===== config.mk =====
export PLATFORM = sky130hd
export DESIGN_NAME = windowed_vote_consensus_flat
export DESIGN_NICKNAME = d
export VERILOG_FILES = /design/src/wvc_pkg.sv /design/src/wvc_if.sv /design/src/wvc_rms.sv /design/src/windowed_vote_consensus.sv /design/src/flat_wrapper.sv
export SDC_FILE = /design/constraint.sdc
export NUM_CORES = 2
export LEC_CHECK = 0
export BUFFER_PORTS_ARGS = -buffer_cell sky130_fd_sc_hd__buf_2
export CAP_MARGIN = 20
export CORE_MARGIN = 2
export CORE_UTILIZATION = 35
export DETAILED_ROUTE_END_ITERATION = 16
export GPL_TIMING_DRIVEN = 0
export SETUP_SLACK_MARGIN = 0.15
export SYNTH_ARGS = -nofsm -noshare
export SYNTH_HDL_FRONTEND = slang
export SYNTH_SLANG_ARGS = --single-unit

===== constraint.sdc =====
create_clock -name i_clk -period 8.6 [get_ports i_clk]
set_input_delay 0.86 -clock i_clk [delete_from_list [all_inputs] [get_ports i_clk]]
set_output_delay 0.86 -clock i_clk [all_outputs]
set_load 0.02 [all_outputs]

===== src/wvc_pkg.sv =====
package wvc_pkg;

    // request codes
    localparam logic [1:0] REQ_VOTE  = 2'd0;
    localparam logic [1:0] REQ_TICK  = 2'd1;
    localparam logic [1:0] REQ_RESET = 2'd2;
    localparam logic [1:0] REQ_SPARE = 2'd3;

    // result status codes
    localparam logic [2:0] ST_COUNTED = 3'd0;
    localparam logic [2:0] ST_REJECT  = 3'd1;
    localparam logic [2:0] ST_DUP     = 3'd2;
    localparam logic [2:0] ST_ALERT   = 3'd3;
    localparam logic [2:0] ST_DONE    = 3'd4;

    // configuration register indexes
    localparam int CFG_IDX_W = 1;
    localparam logic [CFG_IDX_W-1:0] CFG_VOTES  = 1'd0;
    localparam logic [CFG_IDX_W-1:0] CFG_WINDOW = 1'd1;

    localparam logic [3:0]  VOTES_RST  = 4'd3;
    localparam logic [15:0] WINDOW_RST = 16'd2000;
    localparam logic [31:0] TICK_GRACE = 32'd100;

    typedef struct packed {
        logic [7:0]  node;
        logic [31:0] vtime;
        logic [15:0] pga;
    } t_slot;

    typedef enum logic [3:0] {
        S_IDLE,
        S_DECODE,
        S_SEQ,
        S_DUP,
        S_STORE,
        S_AISSUE,
        S_ASCAN,
        S_AFLUSH,
        S_RMS,
        S_OUT
    } t_wvc_state;

    typedef enum logic [1:0] {
        RMS_IDLE,
        RMS_DIV,
        RMS_SQRT
    } t_rms_state;

endpackage


===== src/wvc_if.sv =====
interface wvc_in_if;
    logic        valid;
    logic        ready;
    logic [1:0]  req_type;
    logic [31:0] now_ms;
    logic [7:0]  node_id;
    logic [31:0] sequence_req;
    logic [31:0] vote_time;
    logic [15:0] pga;

    modport source (output valid, req_type, now_ms, node_id, sequence_req, vote_time, pga,
                    input ready);
    modport sink   (input valid, req_type, now_ms, node_id, sequence_req, vote_time, pga,
                    output ready);
endinterface

interface wvc_out_if;
    logic        valid;
    logic        ready;
    logic [2:0]  status;
    logic        alert;
    logic [3:0]  vote_count;
    logic [15:0] rms_pga;
    logic [31:0] result_time;

    modport source (output valid, status, alert, vote_count, rms_pga, result_time,
                    input ready);
    modport sink   (input valid, status, alert, vote_count, rms_pga, result_time,
                    output ready);
endinterface

interface wvc_cfg_if;
    logic                          valid;
    logic                          ready;
    logic [wvc_pkg::CFG_IDX_W-1:0] index;
    logic [15:0]                   data;

    modport source (output valid, index, data, input ready);
    modport sink   (input valid, index, data, output ready);
endinterface


===== src/wvc_rms.sv =====
// floor(sqrt(floor(sum / div))): restoring divide, one quotient bit a cycle,
// then a 16-step digit-by-digit square root.
module wvc_rms #(
    parameter int SUM_W = 36,
    parameter int DIV_W = 4
) (
    input  logic             i_clk,
    input  logic             i_rst_n,
    input  logic             i_start,
    input  logic [SUM_W-1:0] i_sum,
    input  logic [DIV_W-1:0] i_div,
    output logic             o_done,
    output logic [15:0]      o_root
);
    localparam int CNT_W = $clog2(SUM_W + 1);

    wvc_pkg::t_rms_state r_state, n_state;
    logic [SUM_W-1:0] r_dvd, n_dvd;
    logic [DIV_W:0]   r_rem, n_rem;
    logic [DIV_W-1:0] r_div, n_div;
    logic [CNT_W-1:0] r_cnt, n_cnt;
    logic [31:0]      r_rad, n_rad;
    logic [18:0]      r_srem, n_srem;
    logic [15:0]      r_root, n_root;
    logic             r_done, n_done;

    logic [DIV_W:0] s_rem_sh;
    logic [18:0]    s_srem_sh, s_trial;

    always_ff @(posedge i_clk) begin
        if (!i_rst_n) begin
            r_state <= wvc_pkg::RMS_IDLE;
            r_done  <= 1'b0;
        end else begin
            r_state <= n_state;
            r_done  <= n_done;
        end
        r_dvd  <= n_dvd;
        r_rem  <= n_rem;
        r_div  <= n_div;
        r_cnt  <= n_cnt;
        r_rad  <= n_rad;
        r_srem <= n_srem;
        r_root <= n_root;
    end

    always_comb begin
        n_state   = r_state;
        n_dvd     = r_dvd;
        n_rem     = r_rem;
        n_div     = r_div;
        n_cnt     = r_cnt;
        n_rad     = r_rad;
        n_srem    = r_srem;
        n_root    = r_root;
        n_done    = 1'b0;
        s_rem_sh  = {r_rem[DIV_W-1:0], r_dvd[SUM_W-1]};
        s_srem_sh = {r_srem[16:0], r_rad[31:30]};
        s_trial   = {1'b0, r_root, 2'b01};
        case (r_state)
            wvc_pkg::RMS_IDLE: begin
                if (i_start) begin
                    n_dvd   = i_sum;
                    n_div   = i_div;
                    n_rem   = '0;
                    n_cnt   = '0;
                    n_state = wvc_pkg::RMS_DIV;
                end
            end
            wvc_pkg::RMS_DIV: begin
                if (s_rem_sh >= {1'b0, r_div}) begin
                    n_rem = s_rem_sh - {1'b0, r_div};
                    n_dvd = {r_dvd[SUM_W-2:0], 1'b1};
                end else begin
                    n_rem = s_rem_sh;
                    n_dvd = {r_dvd[SUM_W-2:0], 1'b0};
                end
                if (r_cnt == CNT_W'(SUM_W - 1)) begin
                    n_rad   = n_dvd[31:0];
                    n_srem  = '0;
                    n_root  = '0;
                    n_cnt   = '0;
                    n_state = wvc_pkg::RMS_SQRT;
                end else begin
                    n_cnt = r_cnt + 1'b1;
                end
            end
            wvc_pkg::RMS_SQRT: begin
                n_rad = {r_rad[29:0], 2'b00};
                if (s_srem_sh >= s_trial) begin
                    n_srem = s_srem_sh - s_trial;
                    n_root = {r_root[14:0], 1'b1};
                end else begin
                    n_srem = s_srem_sh;
                    n_root = {r_root[14:0], 1'b0};
                end
                if (r_cnt == CNT_W'(15)) begin
                    n_done  = 1'b1;
                    n_state = wvc_pkg::RMS_IDLE;
                end else begin
                    n_cnt = r_cnt + 1'b1;
                end
            end
            default: n_state = wvc_pkg::RMS_IDLE;
        endcase
    end

    assign o_done = r_done;
    assign o_root = r_root;

endmodule


===== src/windowed_vote_consensus.sv =====
// Windowed vote consensus: collects sensor votes from nodes 1..NODES inside a
// time window, drops unknown nodes, replayed sequence numbers and second votes
// from one node, and raises one alert per window when the vote count reaches
// the quorum register, reporting the floor RMS pga and the latest vote
// timestamp. One word is handled at a time. A tick, reset or unknown-node vote
// is settled at decode; a vote then checks its sequence number, a counted vote
// scans the window's slots for duplicates before it is stored, and a duplicate
// stops the scan at the match, since the per-node sequence memory and the slot
// memory each have one registered read port. An alerting vote then reads every
// stored slot for the sum of squares, runs a bit-serial divide by the count
// (SUM_W = 32 + bits of NODES) and a square root, and waits for the done flag.
// The result sits in an output register, and the next word is taken while it
// waits.
module windowed_vote_consensus #(
    parameter int NODES = 8
) (
    input  logic             i_clk,
    input  logic             i_rst_n,
    wvc_in_if.sink           i_req,
    wvc_out_if.source        o_res,
    wvc_cfg_if.sink          i_cfg
);
    localparam int IW    = $clog2(NODES);
    localparam int CW    = $clog2(NODES + 1);
    localparam int MW    = (CW > 4) ? CW : 4;
    localparam int SUM_W = 32 + CW;

    // state memories: last sequence per node, vote slots of the open window
    logic [31:0]    seq_mem  [NODES];
    wvc_pkg::t_slot slot_mem [NODES];

    wvc_pkg::t_wvc_state r_state, n_state;

    // captured word
    logic [1:0]  r_req, n_req;
    logic [31:0] r_now, n_now;
    logic [7:0]  r_node, n_node;
    logic [31:0] r_seq, n_seq;
    logic [31:0] r_vtime, n_vtime;
    logic [15:0] r_pga, n_pga;

    // config
    logic [3:0]  r_vr;
    logic [15:0] r_wms;

    // window state
    logic [CW-1:0] r_count, n_count;
    logic [31:0]   r_wstart, n_wstart;
    logic          r_open, n_open;
    logic          r_fired, n_fired;
    logic [NODES-1:0] r_seen, n_seen;

    // scan / alert datapath
    logic [IW-1:0]    r_scan, n_scan;
    logic [SUM_W-1:0] r_sum, n_sum;
    logic [31:0]      r_sq, n_sq;
    logic             r_sq_v, n_sq_v;
    logic [31:0]      r_tmax, n_tmax;

    // staged result
    logic [2:0]  r_st, n_st;
    logic [15:0] r_npga, n_npga;
    logic [31:0] r_rtime, n_rtime;

    // output register
    logic        r_ov, n_ov;
    logic [2:0]  r_o_st, n_o_st;
    logic        r_o_al, n_o_al;
    logic [3:0]  r_o_cnt, n_o_cnt;
    logic [15:0] r_o_pga, n_o_pga;
    logic [31:0] r_o_time, n_o_time;

    // memory ports
    logic [31:0]    r_seq_rd;
    wvc_pkg::t_slot r_slot_rd;
    logic [IW-1:0]  s_idx, s_slot_raddr, s_slot_waddr;
    logic           s_seq_we, s_slot_we;
    wvc_pkg::t_slot s_slot_wdata;

    logic          s_accept, s_invalid, s_reopen, s_eff_fired, s_last;
    logic [31:0]   s_age;
    logic [CW-1:0] s_eff_cnt, s_new_cnt, s_scan_next;
    logic [MW-1:0] s_cnt_ext;

    logic          rms_start, rms_done;
    logic [15:0]   rms_root;
    logic [SUM_W-1:0] s_rms_sum;

    assign s_accept    = i_req.valid & i_req.ready;
    assign i_req.ready = (r_state == wvc_pkg::S_IDLE);
    assign i_cfg.ready = 1'b1;
    assign s_idx       = IW'(r_node - 8'd1);
    assign s_invalid   = (r_node == 8'd0) || ({1'b0, r_node} > 9'(NODES));
    assign s_age       = r_now - r_wstart;
    assign s_scan_next = CW'(r_scan) + CW'(1);
    assign s_last      = (s_scan_next == r_count);
    assign s_cnt_ext   = MW'(r_count);
    assign s_rms_sum   = r_sum + SUM_W'(r_sq);

    wvc_rms #(
        .SUM_W (SUM_W),
        .DIV_W (CW)
    ) u_rms (
        .i_clk   (i_clk),
        .i_rst_n (i_rst_n),
        .i_start (rms_start),
        .i_sum   (s_rms_sum),
        .i_div   (r_count),
        .o_done  (rms_done),
        .o_root  (rms_root)
    );

    // memories
    always_ff @(posedge i_clk) begin
        if (s_seq_we) begin
            seq_mem[s_idx] <= r_seq;
        end
        r_seq_rd <= seq_mem[s_idx];
    end

    always_ff @(posedge i_clk) begin
        if (s_slot_we) begin
            slot_mem[s_slot_waddr] <= s_slot_wdata;
        end
        r_slot_rd <= slot_mem[s_slot_raddr];
    end

    // config port
    always_ff @(posedge i_clk) begin
        if (!i_rst_n) begin
            r_vr  <= wvc_pkg::VOTES_RST;
            r_wms <= wvc_pkg::WINDOW_RST;
        end else if (i_cfg.valid) begin
            case (i_cfg.index)
                wvc_pkg::CFG_VOTES:  r_vr  <= i_cfg.data[3:0];
                wvc_pkg::CFG_WINDOW: r_wms <= i_cfg.data;
                default: ;
            endcase
        end
    end

    always_ff @(posedge i_clk) begin
        if (!i_rst_n) begin
            r_state  <= wvc_pkg::S_IDLE;
            r_count  <= '0;
            r_wstart <= '0;
            r_open   <= 1'b0;
            r_fired  <= 1'b0;
            r_seen   <= '0;
            r_ov     <= 1'b0;
            r_sq_v   <= 1'b0;
        end else begin
            r_state  <= n_state;
            r_count  <= n_count;
            r_wstart <= n_wstart;
            r_open   <= n_open;
            r_fired  <= n_fired;
            r_seen   <= n_seen;
            r_ov     <= n_ov;
            r_sq_v   <= n_sq_v;
        end
        r_req    <= n_req;
        r_now    <= n_now;
        r_node   <= n_node;
        r_seq    <= n_seq;
        r_vtime  <= n_vtime;
        r_pga    <= n_pga;
        r_scan   <= n_scan;
        r_sum    <= n_sum;
        r_sq     <= n_sq;
        r_tmax   <= n_tmax;
        r_st     <= n_st;
        r_npga   <= n_npga;
        r_rtime  <= n_rtime;
        r_o_st   <= n_o_st;
        r_o_al   <= n_o_al;
        r_o_cnt  <= n_o_cnt;
        r_o_pga  <= n_o_pga;
        r_o_time <= n_o_time;
    end

    always_comb begin
        n_state  = r_state;
        n_req    = r_req;
        n_now    = r_now;
        n_node   = r_node;
        n_seq    = r_seq;
        n_vtime  = r_vtime;
        n_pga    = r_pga;
        n_count  = r_count;
        n_wstart = r_wstart;
        n_open   = r_open;
        n_fired  = r_fired;
        n_seen   = r_seen;
        n_scan   = r_scan;
        n_sum    = r_sum;
        n_sq     = r_sq;
        n_sq_v   = r_sq_v;
        n_tmax   = r_tmax;
        n_st     = r_st;
        n_npga   = r_npga;
        n_rtime  = r_rtime;
        n_o_st   = r_o_st;
        n_o_al   = r_o_al;
        n_o_cnt  = r_o_cnt;
        n_o_pga  = r_o_pga;
        n_o_time = r_o_time;
        n_ov     = r_ov & ~o_res.ready;

        s_seq_we     = 1'b0;
        s_slot_we    = 1'b0;
        s_slot_raddr = IW'(s_scan_next);
        s_slot_waddr = '0;
        s_slot_wdata = '{node: r_node, vtime: r_vtime, pga: r_pga};
        rms_start    = 1'b0;

        s_reopen    = !r_open || (s_age > {16'd0, r_wms});
        s_eff_cnt   = s_reopen ? '0 : r_count;
        s_eff_fired = s_reopen ? 1'b0 : r_fired;
        s_new_cnt   = (s_eff_cnt < CW'(NODES)) ? s_eff_cnt + CW'(1) : s_eff_cnt;

        case (r_state)
            wvc_pkg::S_IDLE: begin
                if (s_accept) begin
                    n_req   = i_req.req_type;
                    n_now   = i_req.now_ms;
                    n_node  = i_req.node_id;
                    n_seq   = i_req.sequence_req;
                    n_vtime = i_req.vote_time;
                    n_pga   = i_req.pga;
                    n_state = wvc_pkg::S_DECODE;
                end
            end
            wvc_pkg::S_DECODE: begin
                n_npga  = '0;
                n_rtime = r_now;
                n_st    = wvc_pkg::ST_DONE;
                n_state = wvc_pkg::S_OUT;
                case (r_req)
                    wvc_pkg::REQ_TICK: begin
                        if (r_open && (s_age > {16'd0, r_wms} + wvc_pkg::TICK_GRACE)) begin
                            n_count = '0;
                            n_open  = 1'b0;
                        end
                    end
                    wvc_pkg::REQ_RESET: begin
                        n_count = '0;
                        n_open  = 1'b0;
                        n_fired = 1'b0;
                    end
                    wvc_pkg::REQ_VOTE: begin
                        // seq memory read of this node issued now
                        if (s_invalid) begin
                            n_st = wvc_pkg::ST_REJECT;
                        end else begin
                            n_state = wvc_pkg::S_SEQ;
                        end
                    end
                    default: ;
                endcase
            end
            wvc_pkg::S_SEQ: begin
                if (r_seen[s_idx] && (r_seq <= r_seq_rd)) begin
                    n_st    = wvc_pkg::ST_REJECT;
                    n_state = wvc_pkg::S_OUT;
                end else begin
                    s_seq_we      = 1'b1;
                    n_seen[s_idx] = 1'b1;
                    if (r_open && (r_count != '0)) begin
                        s_slot_raddr = '0;
                        n_scan       = '0;
                        n_state      = wvc_pkg::S_DUP;
                    end else begin
                        n_state = wvc_pkg::S_STORE;
                    end
                end
            end
            wvc_pkg::S_DUP: begin
                // compare slot r_scan, fetch the next one
                if (r_slot_rd.node == r_node) begin
                    n_st    = wvc_pkg::ST_DUP;
                    n_state = wvc_pkg::S_OUT;
                end else if (s_last) begin
                    n_state = wvc_pkg::S_STORE;
                end else begin
                    n_scan = r_scan + 1'b1;
                end
            end
            wvc_pkg::S_STORE: begin
                if (s_reopen) begin
                    n_wstart = r_now;
                    n_open   = 1'b1;
                end
                if (s_eff_cnt < CW'(NODES)) begin
                    s_slot_we    = 1'b1;
                    s_slot_waddr = IW'(s_eff_cnt);
                end
                n_count = s_new_cnt;
                if ((MW'(s_new_cnt) >= MW'(r_vr)) && !s_eff_fired) begin
                    n_fired = 1'b1;
                    n_state = wvc_pkg::S_AISSUE;
                end else begin
                    n_fired = s_eff_fired;
                    n_st    = wvc_pkg::ST_COUNTED;
                    n_state = wvc_pkg::S_OUT;
                end
            end
            wvc_pkg::S_AISSUE: begin
                // slot write of the previous cycle has landed
                s_slot_raddr = '0;
                n_scan  = '0;
                n_sum   = '0;
                n_tmax  = '0;
                n_sq_v  = 1'b0;
                n_state = wvc_pkg::S_ASCAN;
            end
            wvc_pkg::S_ASCAN: begin
                n_sq   = {16'd0, r_slot_rd.pga} * {16'd0, r_slot_rd.pga};
                n_sq_v = 1'b1;
                if (r_sq_v) begin
                    n_sum = r_sum + SUM_W'(r_sq);
                end
                if (r_slot_rd.vtime > r_tmax) begin
                    n_tmax = r_slot_rd.vtime;
                end
                if (s_last) begin
                    n_state = wvc_pkg::S_AFLUSH;
                end else begin
                    n_scan = r_scan + 1'b1;
                end
            end
            wvc_pkg::S_AFLUSH: begin
                rms_start = 1'b1;
                n_sq_v    = 1'b0;
                n_state   = wvc_pkg::S_RMS;
            end
            wvc_pkg::S_RMS: begin
                if (rms_done) begin
                    n_st    = wvc_pkg::ST_ALERT;
                    n_npga  = rms_root;
                    n_rtime = r_tmax;
                    n_state = wvc_pkg::S_OUT;
                end
            end
            wvc_pkg::S_OUT: begin
                if (!r_ov || o_res.ready) begin
                    n_ov     = 1'b1;
                    n_o_st   = r_st;
                    n_o_al   = (r_st == wvc_pkg::ST_ALERT);
                    n_o_cnt  = s_cnt_ext[3:0];
                    n_o_pga  = r_npga;
                    n_o_time = r_rtime;
                    n_state  = wvc_pkg::S_IDLE;
                end
            end
            default: n_state = wvc_pkg::S_IDLE;
        endcase
    end

    assign o_res.valid       = r_ov;
    assign o_res.status      = r_o_st;
    assign o_res.alert       = r_o_al;
    assign o_res.vote_count  = r_o_cnt;
    assign o_res.rms_pga     = r_o_pga;
    assign o_res.result_time = r_o_time;

`ifndef SYNTHESIS
    a_alert_status: assert property (@(posedge i_clk) disable iff (!i_rst_n)
        o_res.valid |-> (o_res.alert == (o_res.status == wvc_pkg::ST_ALERT)))
        else $error("alert flag disagrees with status");

    a_count_range: assert property (@(posedge i_clk) disable iff (!i_rst_n)
        r_count <= CW'(NODES))
        else $error("vote count beyond slot count");

    a_fired_in_rms: assert property (@(posedge i_clk) disable iff (!i_rst_n)
        (r_state == wvc_pkg::S_RMS) |-> (r_fired && r_open && (r_count != '0)))
        else $error("rms running without a fired open window");

    a_rms_start_once: assert property (@(posedge i_clk) disable iff (!i_rst_n)
        rms_start |=> (r_state == wvc_pkg::S_RMS) && !rms_start)
        else $error("rms start not followed by wait");
`endif

endmodule


===== src/flat_wrapper.sv =====
// flat-port wrapper written by rule: the top's interface ports become plain ports
module windowed_vote_consensus_flat 
#(
    parameter int NODES = 8
)
  (i_clk, i_rst_n, i_req_valid, i_req_req_type, i_req_now_ms, i_req_node_id, i_req_sequence_req, i_req_vote_time, i_req_pga, i_req_ready, o_res_valid, o_res_status, o_res_alert, o_res_vote_count, o_res_rms_pga, o_res_result_time, o_res_ready, i_cfg_valid, i_cfg_index, i_cfg_data, i_cfg_ready);
  wvc_in_if i_req_i ();
  wvc_out_if o_res_i ();
  wvc_cfg_if i_cfg_i ();
  input  logic i_clk;
  input  logic i_rst_n;
  input wire logic [$bits(i_req_i.valid)-1:0] i_req_valid;
  input wire logic [$bits(i_req_i.req_type)-1:0] i_req_req_type;
  input wire logic [$bits(i_req_i.now_ms)-1:0] i_req_now_ms;
  input wire logic [$bits(i_req_i.node_id)-1:0] i_req_node_id;
  input wire logic [$bits(i_req_i.sequence_req)-1:0] i_req_sequence_req;
  input wire logic [$bits(i_req_i.vote_time)-1:0] i_req_vote_time;
  input wire logic [$bits(i_req_i.pga)-1:0] i_req_pga;
  output wire logic [$bits(i_req_i.ready)-1:0] i_req_ready;
  output wire logic [$bits(o_res_i.valid)-1:0] o_res_valid;
  output wire logic [$bits(o_res_i.status)-1:0] o_res_status;
  output wire logic [$bits(o_res_i.alert)-1:0] o_res_alert;
  output wire logic [$bits(o_res_i.vote_count)-1:0] o_res_vote_count;
  output wire logic [$bits(o_res_i.rms_pga)-1:0] o_res_rms_pga;
  output wire logic [$bits(o_res_i.result_time)-1:0] o_res_result_time;
  input wire logic [$bits(o_res_i.ready)-1:0] o_res_ready;
  input wire logic [$bits(i_cfg_i.valid)-1:0] i_cfg_valid;
  input wire logic [$bits(i_cfg_i.index)-1:0] i_cfg_index;
  input wire logic [$bits(i_cfg_i.data)-1:0] i_cfg_data;
  output wire logic [$bits(i_cfg_i.ready)-1:0] i_cfg_ready;
  assign i_req_i.valid = i_req_valid;
  assign i_req_i.req_type = i_req_req_type;
  assign i_req_i.now_ms = i_req_now_ms;
  assign i_req_i.node_id = i_req_node_id;
  assign i_req_i.sequence_req = i_req_sequence_req;
  assign i_req_i.vote_time = i_req_vote_time;
  assign i_req_i.pga = i_req_pga;
  assign i_req_ready = i_req_i.ready;
  assign o_res_valid = o_res_i.valid;
  assign o_res_status = o_res_i.status;
  assign o_res_alert = o_res_i.alert;
  assign o_res_vote_count = o_res_i.vote_count;
  assign o_res_rms_pga = o_res_i.rms_pga;
  assign o_res_result_time = o_res_i.result_time;
  assign o_res_i.ready = o_res_ready;
  assign i_cfg_i.valid = i_cfg_valid;
  assign i_cfg_i.index = i_cfg_index;
  assign i_cfg_i.data = i_cfg_data;
  assign i_cfg_ready = i_cfg_i.ready;
  windowed_vote_consensus #(.NODES(NODES)) u_core (.i_clk(i_clk), .i_rst_n(i_rst_n), .i_req(i_req_i), .o_res(o_res_i), .i_cfg(i_cfg_i));
endmodule

== After elaboration in Yosys (flattened, before gate mapping) ==
Memory sizes are Yosys's and may differ from the RTL's. A register that Yosys moved wholly into a read port is not among the register bits.
Cells that the tools add are included.

* Flip-flop bits (word level): 522
* RAM bits: 704
* Output and inout port bits: 59
* Logic and storage cells: 242
* Memories kept: 2

* Add/sub/neg operators: 10
* Multiply operators: 1
* Order comparisons: 11
* Equality and inequality tests: 39
* Multiplexer cells: 89
* Bitwise operators: 6
* Reduce and logical (&&, ||, !) cells: 47

{| class="wikitable"
|+ Memories
! name !! words !! width !! read ports !! clocked after Yosys merged registers in !! wr ports !! line !! text
|-
| u_core.slot_mem || 8 || 56 || 1 || 1 || 1 || windowed_vote_consensus.sv:30 || <nowiki>wvc_pkg::t_slot slot_mem [NODES];</nowiki>
|-
| u_core.seq_mem || 8 || 32 || 1 || 1 || 1 || windowed_vote_consensus.sv:29 || <nowiki>logic [31:0] seq_mem [NODES];</nowiki>
|}

{| class="wikitable"
|+ Operators with widths
! cell !! count
|-
| 32-bit case mux with 2 select lines || 3
|-
| 36-bit case mux with 2 select lines || 2
|-
| 32-bit 2-to-1 mux || 3
|-
| 36-bit 2-to-1 mux || 2
|-
| 32-bit > comparator || 2
|-
| 16-bit case mux with 2 select lines || 2
|-
| 4-bit 2-to-1 mux || 15
|-
| 3-bit 2-to-1 mux || 15
|-
| 4-bit case mux with 10 select lines || 1
|-
| 36-bit by 32-bit adder with 36-bit output || 1
|-
| 17-bit 2-to-1 mux || 2
|-
| 17-bit case mux with 2 select lines || 1
|-
| 32-bit by 16-bit > comparator with 1-bit output || 1
|-
| 32-bit <= comparator || 1
|-
| 16-bit by 16-bit multiplier with 32-bit output || 1
|-
| 16-bit 2-to-1 mux || 2
|-
| 32-bit subtractor || 1
|-
| 2-bit AND reduction || 14
|-
| 4-bit case mux with 2 select lines || 3
|-
| 1-bit 2-to-1 mux || 21
|-
| 19-bit by 18-bit >= comparator with 1-bit output || 1
|-
| 6-bit 2-to-1 mux || 3
|-
| 2-bit by 1-bit != test with 1-bit output (second input constant) || 9
|-
| 2-bit != test (second input constant) || 9
|-
| 54 further kinds || 88
|}

== Logic depth before layout (Yosys ltp) ==
* Depth after elaboration: 10
* Mapped depth: 29
* Gate-level depth less buffers: 28

== Modules after synthesis ==
Synthesis repeated with hierarchy kept, for this count alone.

* Cell total of the unflattened synthesis: 4550
* Area total of the unflattened synthesis: 61657.9 um^2

{| class="wikitable"
|+ By module, submodules not included
! module !! times used !! cells each !! area an instance (um^2) !! sequential area each (um^2)
|-
| windowed_vote_consensus || 1 || 4093 || 55657.1 || 34282.9
|-
| wvc_rms || 1 || 457 || 6000.8 || 3513.4
|}

== Worst setup path after synthesis ==
OpenSTA, ideal clock, no wires.

* Path type: reg2reg
* Start point: register u_core.r_now[0]
* End point: memory u_core.slot_mem[1][0] in the netlist's numbering (enable)
* Library setup time: 0.539 ns
* Data arrival time: 7.469 ns
* Data required time: 8.061 ns
* Setup slack: 0.592 ns
* Stages on the path, launching flop included: 20
* Path buffers: 1
* Clock period less this slack: 8.008 ns
* Cell sequence: edfxtp_1 > inv_1 > ha_1 > fa_1 > nand2b_1 > a21oi_1 > o21ai_1 > o31ai_2 > xor2_1 > ha_1 > nor2b_1 > o21ai_0 > o2111ai_1 > a21oi_1 > o21bai_1 > nor4_4 > buf_2 > and2_1 > nand2_1 > nor3_1

* Longest elaborated chain between the ends: 9
* Elaborated cells between the ends (all ways): 11
* Classes of those cells: 1 x add/sub; 2 x order compare; 7 x mux; 1 x reduce/logical

{| class="wikitable"
|+ Ends and longest elaborated chain
! element !! line !! text
|-
| start: declaration || windowed_vote_consensus.sv:36 || <nowiki>logic [31:0] r_now, n_now;</nowiki>
|-
| start signal: assignment || windowed_vote_consensus.sv:163 || <nowiki>r_now <= n_now;</nowiki>
|-
| 32-bit subtractor (*) || windowed_vote_consensus.sv:94 || <nowiki>assign s_age = r_now - r_wstart;</nowiki>
|-
| 32-bit by 16-bit > comparator with 1-bit output (*) || windowed_vote_consensus.sv:217 || <nowiki>s_reopen = !r_open || (s_age > {16'd0, r_wms});</nowiki>
|-
| 1-bit logical OR (*) || windowed_vote_consensus.sv:217 ||
|-
| 4-bit 2-to-1 mux (*) || windowed_vote_consensus.sv:218 || <nowiki>s_eff_cnt = s_reopen ? '0 : r_count;</nowiki>
|-
| 4-bit < comparator || windowed_vote_consensus.sv:294 || <nowiki>if (s_eff_cnt < CW'(NODES)) begin</nowiki>
|-
| 1-bit 2-to-1 mux || windowed_vote_consensus.sv:294 ||
|-
| 1-bit 2-to-1 mux || windowed_vote_consensus.sv:222 || <nowiki>case (r_state)</nowiki>
|-
| 1-bit 2-to-1 mux || windowed_vote_consensus.sv:122 || <nowiki>if (s_slot_we) begin</nowiki>
|-
| 1-bit 2-to-1 mux (not written as such) || windowed_vote_consensus.sv:123 || <nowiki>slot_mem[s_slot_waddr] <= s_slot_wdata;</nowiki>
|-
| end: declaration || windowed_vote_consensus.sv:30 ||
|}

Every way passes the cells marked *; elsewhere a longest branch is shown, timed or not.

== Worst setup path after layout ==
* Start point: register, netlist name u_core.r_slot_rd[1]
* End point: register u_core.r_sq[31], data pin

* Longest elaborated chain between the ends: 1

{| class="wikitable"
|+ Ends and longest elaborated chain
! element !! line !! text
|-
| 16-bit by 16-bit multiplier with 32-bit output || windowed_vote_consensus.sv:318 || <nowiki>n_sq = {16'd0, r_slot_rd.pga} * {16'd0, r_slot_rd.pga};</nowiki>
|-
| end signal: assignment || windowed_vote_consensus.sv:170 || <nowiki>r_sq <= n_sq;</nowiki>
|-
| end: declaration || windowed_vote_consensus.sv:56 || <nowiki>logic [31:0] r_sq, n_sq;</nowiki>
|}

No other way between the ends.
A chain may end at the register's enable or synchronous reset.

==> flow_metrics.env <==
export IMPL_status="completed"
export IMPL_grt_pass1_wl_um=236300
export IMPL_synth_warning_count=0
export IMPL_setup_tns_ps=0
export IMPL_viasPerCell=5.035
export IMPL_hp_class="in -> reg"
export IMPL_p_comb_frac=0.136
export IMPL_vias=38040
export IMPL_place_inst=7293
export IMPL_required_ps=9120
export IMPL_arrival_ps=8140
export IMPL_clk_pin_slew_ps=60
export IMPL_grt_overflow_total=0
export IMPL_synthCells=4696
export IMPL_cts_inserted_buffers=142
export IMPL_peakVddDrop_uv=203.8
export IMPL_slew_violations=0
export IMPL_p_int_w=0.01217
export IMPL_place_gp_congestion=0.8750
export IMPL_syn_to_final_growth_pct=16.02
export IMPL_p_switching_w=0.004450
export IMPL_ctsLongestPathBuffers=3
export IMPL_whs_ps=213.9
export IMPL_drt_iter0_drc=2847
export IMPL_postRouteAntennaNets=0
export IMPL_fin_cells=7556
export IMPL_postCtsHoldBufs=0
export IMPL_post_drt_wl_per_cell_um=20.61
export IMPL_synthArstFlopShare=0
export IMPL_swShare=0.2678
export IMPL_seq_power_share=0.482
export IMPL_power_leakage_nw=27.31
export IMPL_cp_max_fo=10
export IMPL_worst_slew_pin_slew_ps=1135
export IMPL_clkPwrFrac=0.381
export IMPL_core_area_sq_mm=0.1763
export IMPL_firstDrtPassIters=5
export IMPL_fmax_ghz=0.1313
export IMPL_synth_area_top_cells="edfxtp_1 56%, ha_1 6.0%, fa_1 5.3%"
export IMPL_rsz0062_at_grt="false"
export IMPL_drc_errors=0
export IMPL_grt_max_degree=57
export IMPL_antenna_found_initial=8
export IMPL_final_nets=5704
export IMPL_cts_sinks=1313
export IMPL_period_needed_ps=7616
export IMPL_synth_most_common_cell="edfxtp_1"
export IMPL_cts_tree="built"
export IMPL_ctsResizeCount=0
export IMPL_dieArea_sq_mm=0.1811
export IMPL_synth_edf_count=1150
export IMPL_startpoint_type="flip-flop"
export IMPL_grt_pass1_vias=38930
export IMPL_crit_type="reg -> reg"
export IMPL_ys_flop_type="edfxtp_1"
export IMPL_synth_area_leader_cell="edfxtp_1"
export IMPL_routed_wirelength_um=155700
export IMPL_grt_util_all_layers=0.1716
export IMPL_cts_root_buf="clkbuf_16"
export IMPL_finalHoldViolations=0
export IMPL_ys_ff_latch=1313
export IMPL_drive_gt1_frac=0.1224
export IMPL_fin_crit_sh=0.8855
export IMPL_hpwl_um=112400
export IMPL_finalClockSkew_ps=50.34
export IMPL_setup_viol=0
export IMPL_synth_area_per_cell_sq_um=13.24
export IMPL_syn_nets=5303
export IMPL_num_io_pins=203
export IMPL_maxCapViolCount=0
export IMPL_portBuffers=201
export IMPL_end_kind="flip-flop"
export IMPL_netlist_area_sq_mm=0.06220
export IMPL_fp_dieH_um=425.6
export IMPL_die_w_um=425.6
export IMPL_row_count=154
export IMPL_ys_seq_area_frac=0.6077
export IMPL_power_density_mw_per_mm2=230.3
export IMPL_yosysUniqueCellTypes=75
export IMPL_htree_levels=4
export IMPL_initial_core_util=0.3528
export IMPL_netlist_top_cells_count="1150 x edfxtp_1, 367 x inv_1, 361 x nand2_1"
export IMPL_slew_headroom=0.2434
export IMPL_post_cts_buffers=0
export IMPL_clk_latency_ps=820
export IMPL_synth_top_cell_area_share=0.5552
[cell families (layout without fill, tap and decap cells)]
kind of cell / count (synthesis) / after routing / share of synthesized area
fa+ha+maj: 463 / 463 / 0.1132
buf+inv: 566 / 1081 / 0.03438
mux: 262 / 262 / 0.04470
simple gates: 1107 / 1107 / 0.08652
compound gates: 851 / 851 / 0.09475
other cells: 1 / 6 / 0.00006029
xor+xnor: 133 / 133 / 0.01873
flops: 1313 / 1313 / 0.6077
[layout by cell type (no fill, tap or decap), drive strengths merged, types with 15 or more instances in the layout]
cell,instances
buf,272
edfxtp,1150
mux2,126
fa,166
nor3,38
a221o,59
nand4,41
a22oi,64
o21bai,17
xnor2,98
nand2,361
clkbuf,369
dfxtp,163
o21a,38
and2,134
a21oi,132
nor2,194
xor2,35
nor2b,124
nand2b,37
a21o,60
a21boi,52
a22o,37
a221oi,37
mux2i,136
clkinv,45
inv,374
nand3,123
o2111ai,60
ha,297
o21ai,213
and3,15
[layer usage]
layer  vias up  wire, um  share of wire  track usage
met4         2      5807          0.037      0.06637
met3       223      6504          0.042      0.02438
li1      17960         -              -            -
met5         -        12       0.000077            0
met2       921     76970           0.49       0.2921
met1     18940     66400           0.43       0.2205
[stage by stage]
stage	utilization	total power, W	worst slack, ps	instance area, sq um
global route	0.4093	0.01731	463.8	72150
floorplan	-	0.009509	592.0	62200
CTS	0.4092	0.01678	853.4	72150
global placement	0.3751	0.01037	-3771	66130
detailed placement	0.3813	0.01042	909.5	67230
finish	0.4093	0.01662	984.4	72160
[sequential cells by signal (all words and copies together), names as in the netlist, 8 cells and up]
register / cells
u_core.slot_mem: 448
u_core.seq_mem: 256
u_core.r_slot_rd: 56
u_core.r_sum: 36
u_core.u_rms.r_dvd: 36
u_core.o_res.result_time: 32
u_core.r_now: 32
u_core.r_rtime: 32
u_core.r_seq: 32
u_core.r_seq_rd: 32
u_core.r_tmax: 32
u_core.r_vtime: 32
u_core.r_wstart: 32
u_core.u_rms.r_rad: 32
u_core.r_sq: 31
u_core.u_rms.r_srem: 17
u_core.o_res.rms_pga: 16
u_core.r_npga: 16
u_core.r_pga: 16
u_core.r_wms: 16
u_core.u_rms.o_root: 16
u_core.r_node: 8
u_core.r_seen: 8
[final timing paths]
path	from	to	slack [ps]	cells after the start
hold reg to reg	u_core.r_rtime[24]$_DFFE_PP_	u_core.o_res.result_time[24]$_DFFE_PP_	410	0
hold / removal	i_req_sequence_req[20]	u_core.r_seq[20]$_DFFE_PP_	210	1
setup reg to reg	u_core.r_slot_rd[1]$_DFF_P_	u_core.r_sq[31]$_DFFE_PP_	980	25
setup / recovery	u_core.r_slot_rd[1]$_DFF_P_	u_core.r_sq[31]$_DFFE_PP_	980	25
[area by class of cell]
cell class	instances	area [sq um]
Antenna cell	5	12.51
Tap cell	2340	2928
Clock inverter	72	1002
Inverter	368	1381
Timing Repair Buffer	257	1957
Sequential cell	1313	37800
Multi-Input combinational cell	2817	22410
Fill cell	16240	104100
Clock buffer	186	3921
Buffer	198	758.2
[power by group through the flow]
stage                     logic (W)  clock network, W  registers [W]
after floorplan             0.00149                 0        0.00802
after global placement      0.00216                 0        0.00821
after detailed placement    0.00226                 0        0.00816
after CTS                   0.00228           0.00647        0.00803
after global routing        0.00253           0.00671        0.00807
final                       0.00227           0.00633        0.00802
[worst max-delay path, stage by stage (launching register included)]
cell	delay (ps)
dfxtp_1	390
clkbuf_1	350
clkbuf_1	500
nand2_1	190
fa_1	590
fa_1	430
fa_1	520
inv_1	50
fa_1	470
inv_1	60
fa_1	530
inv_1	50
fa_1	510
ha_1	380
a21oi_1	160
nand2_1	60
a21oi_1	330
nor2_1	90
a21oi_1	130
o21a_1	190
o21ai_0	150
a221oi_1	460
o21ai_0	220
a21o_1	210
a21o_1	180
xnor2_1	130
Power figures use the tool's default switching activity.
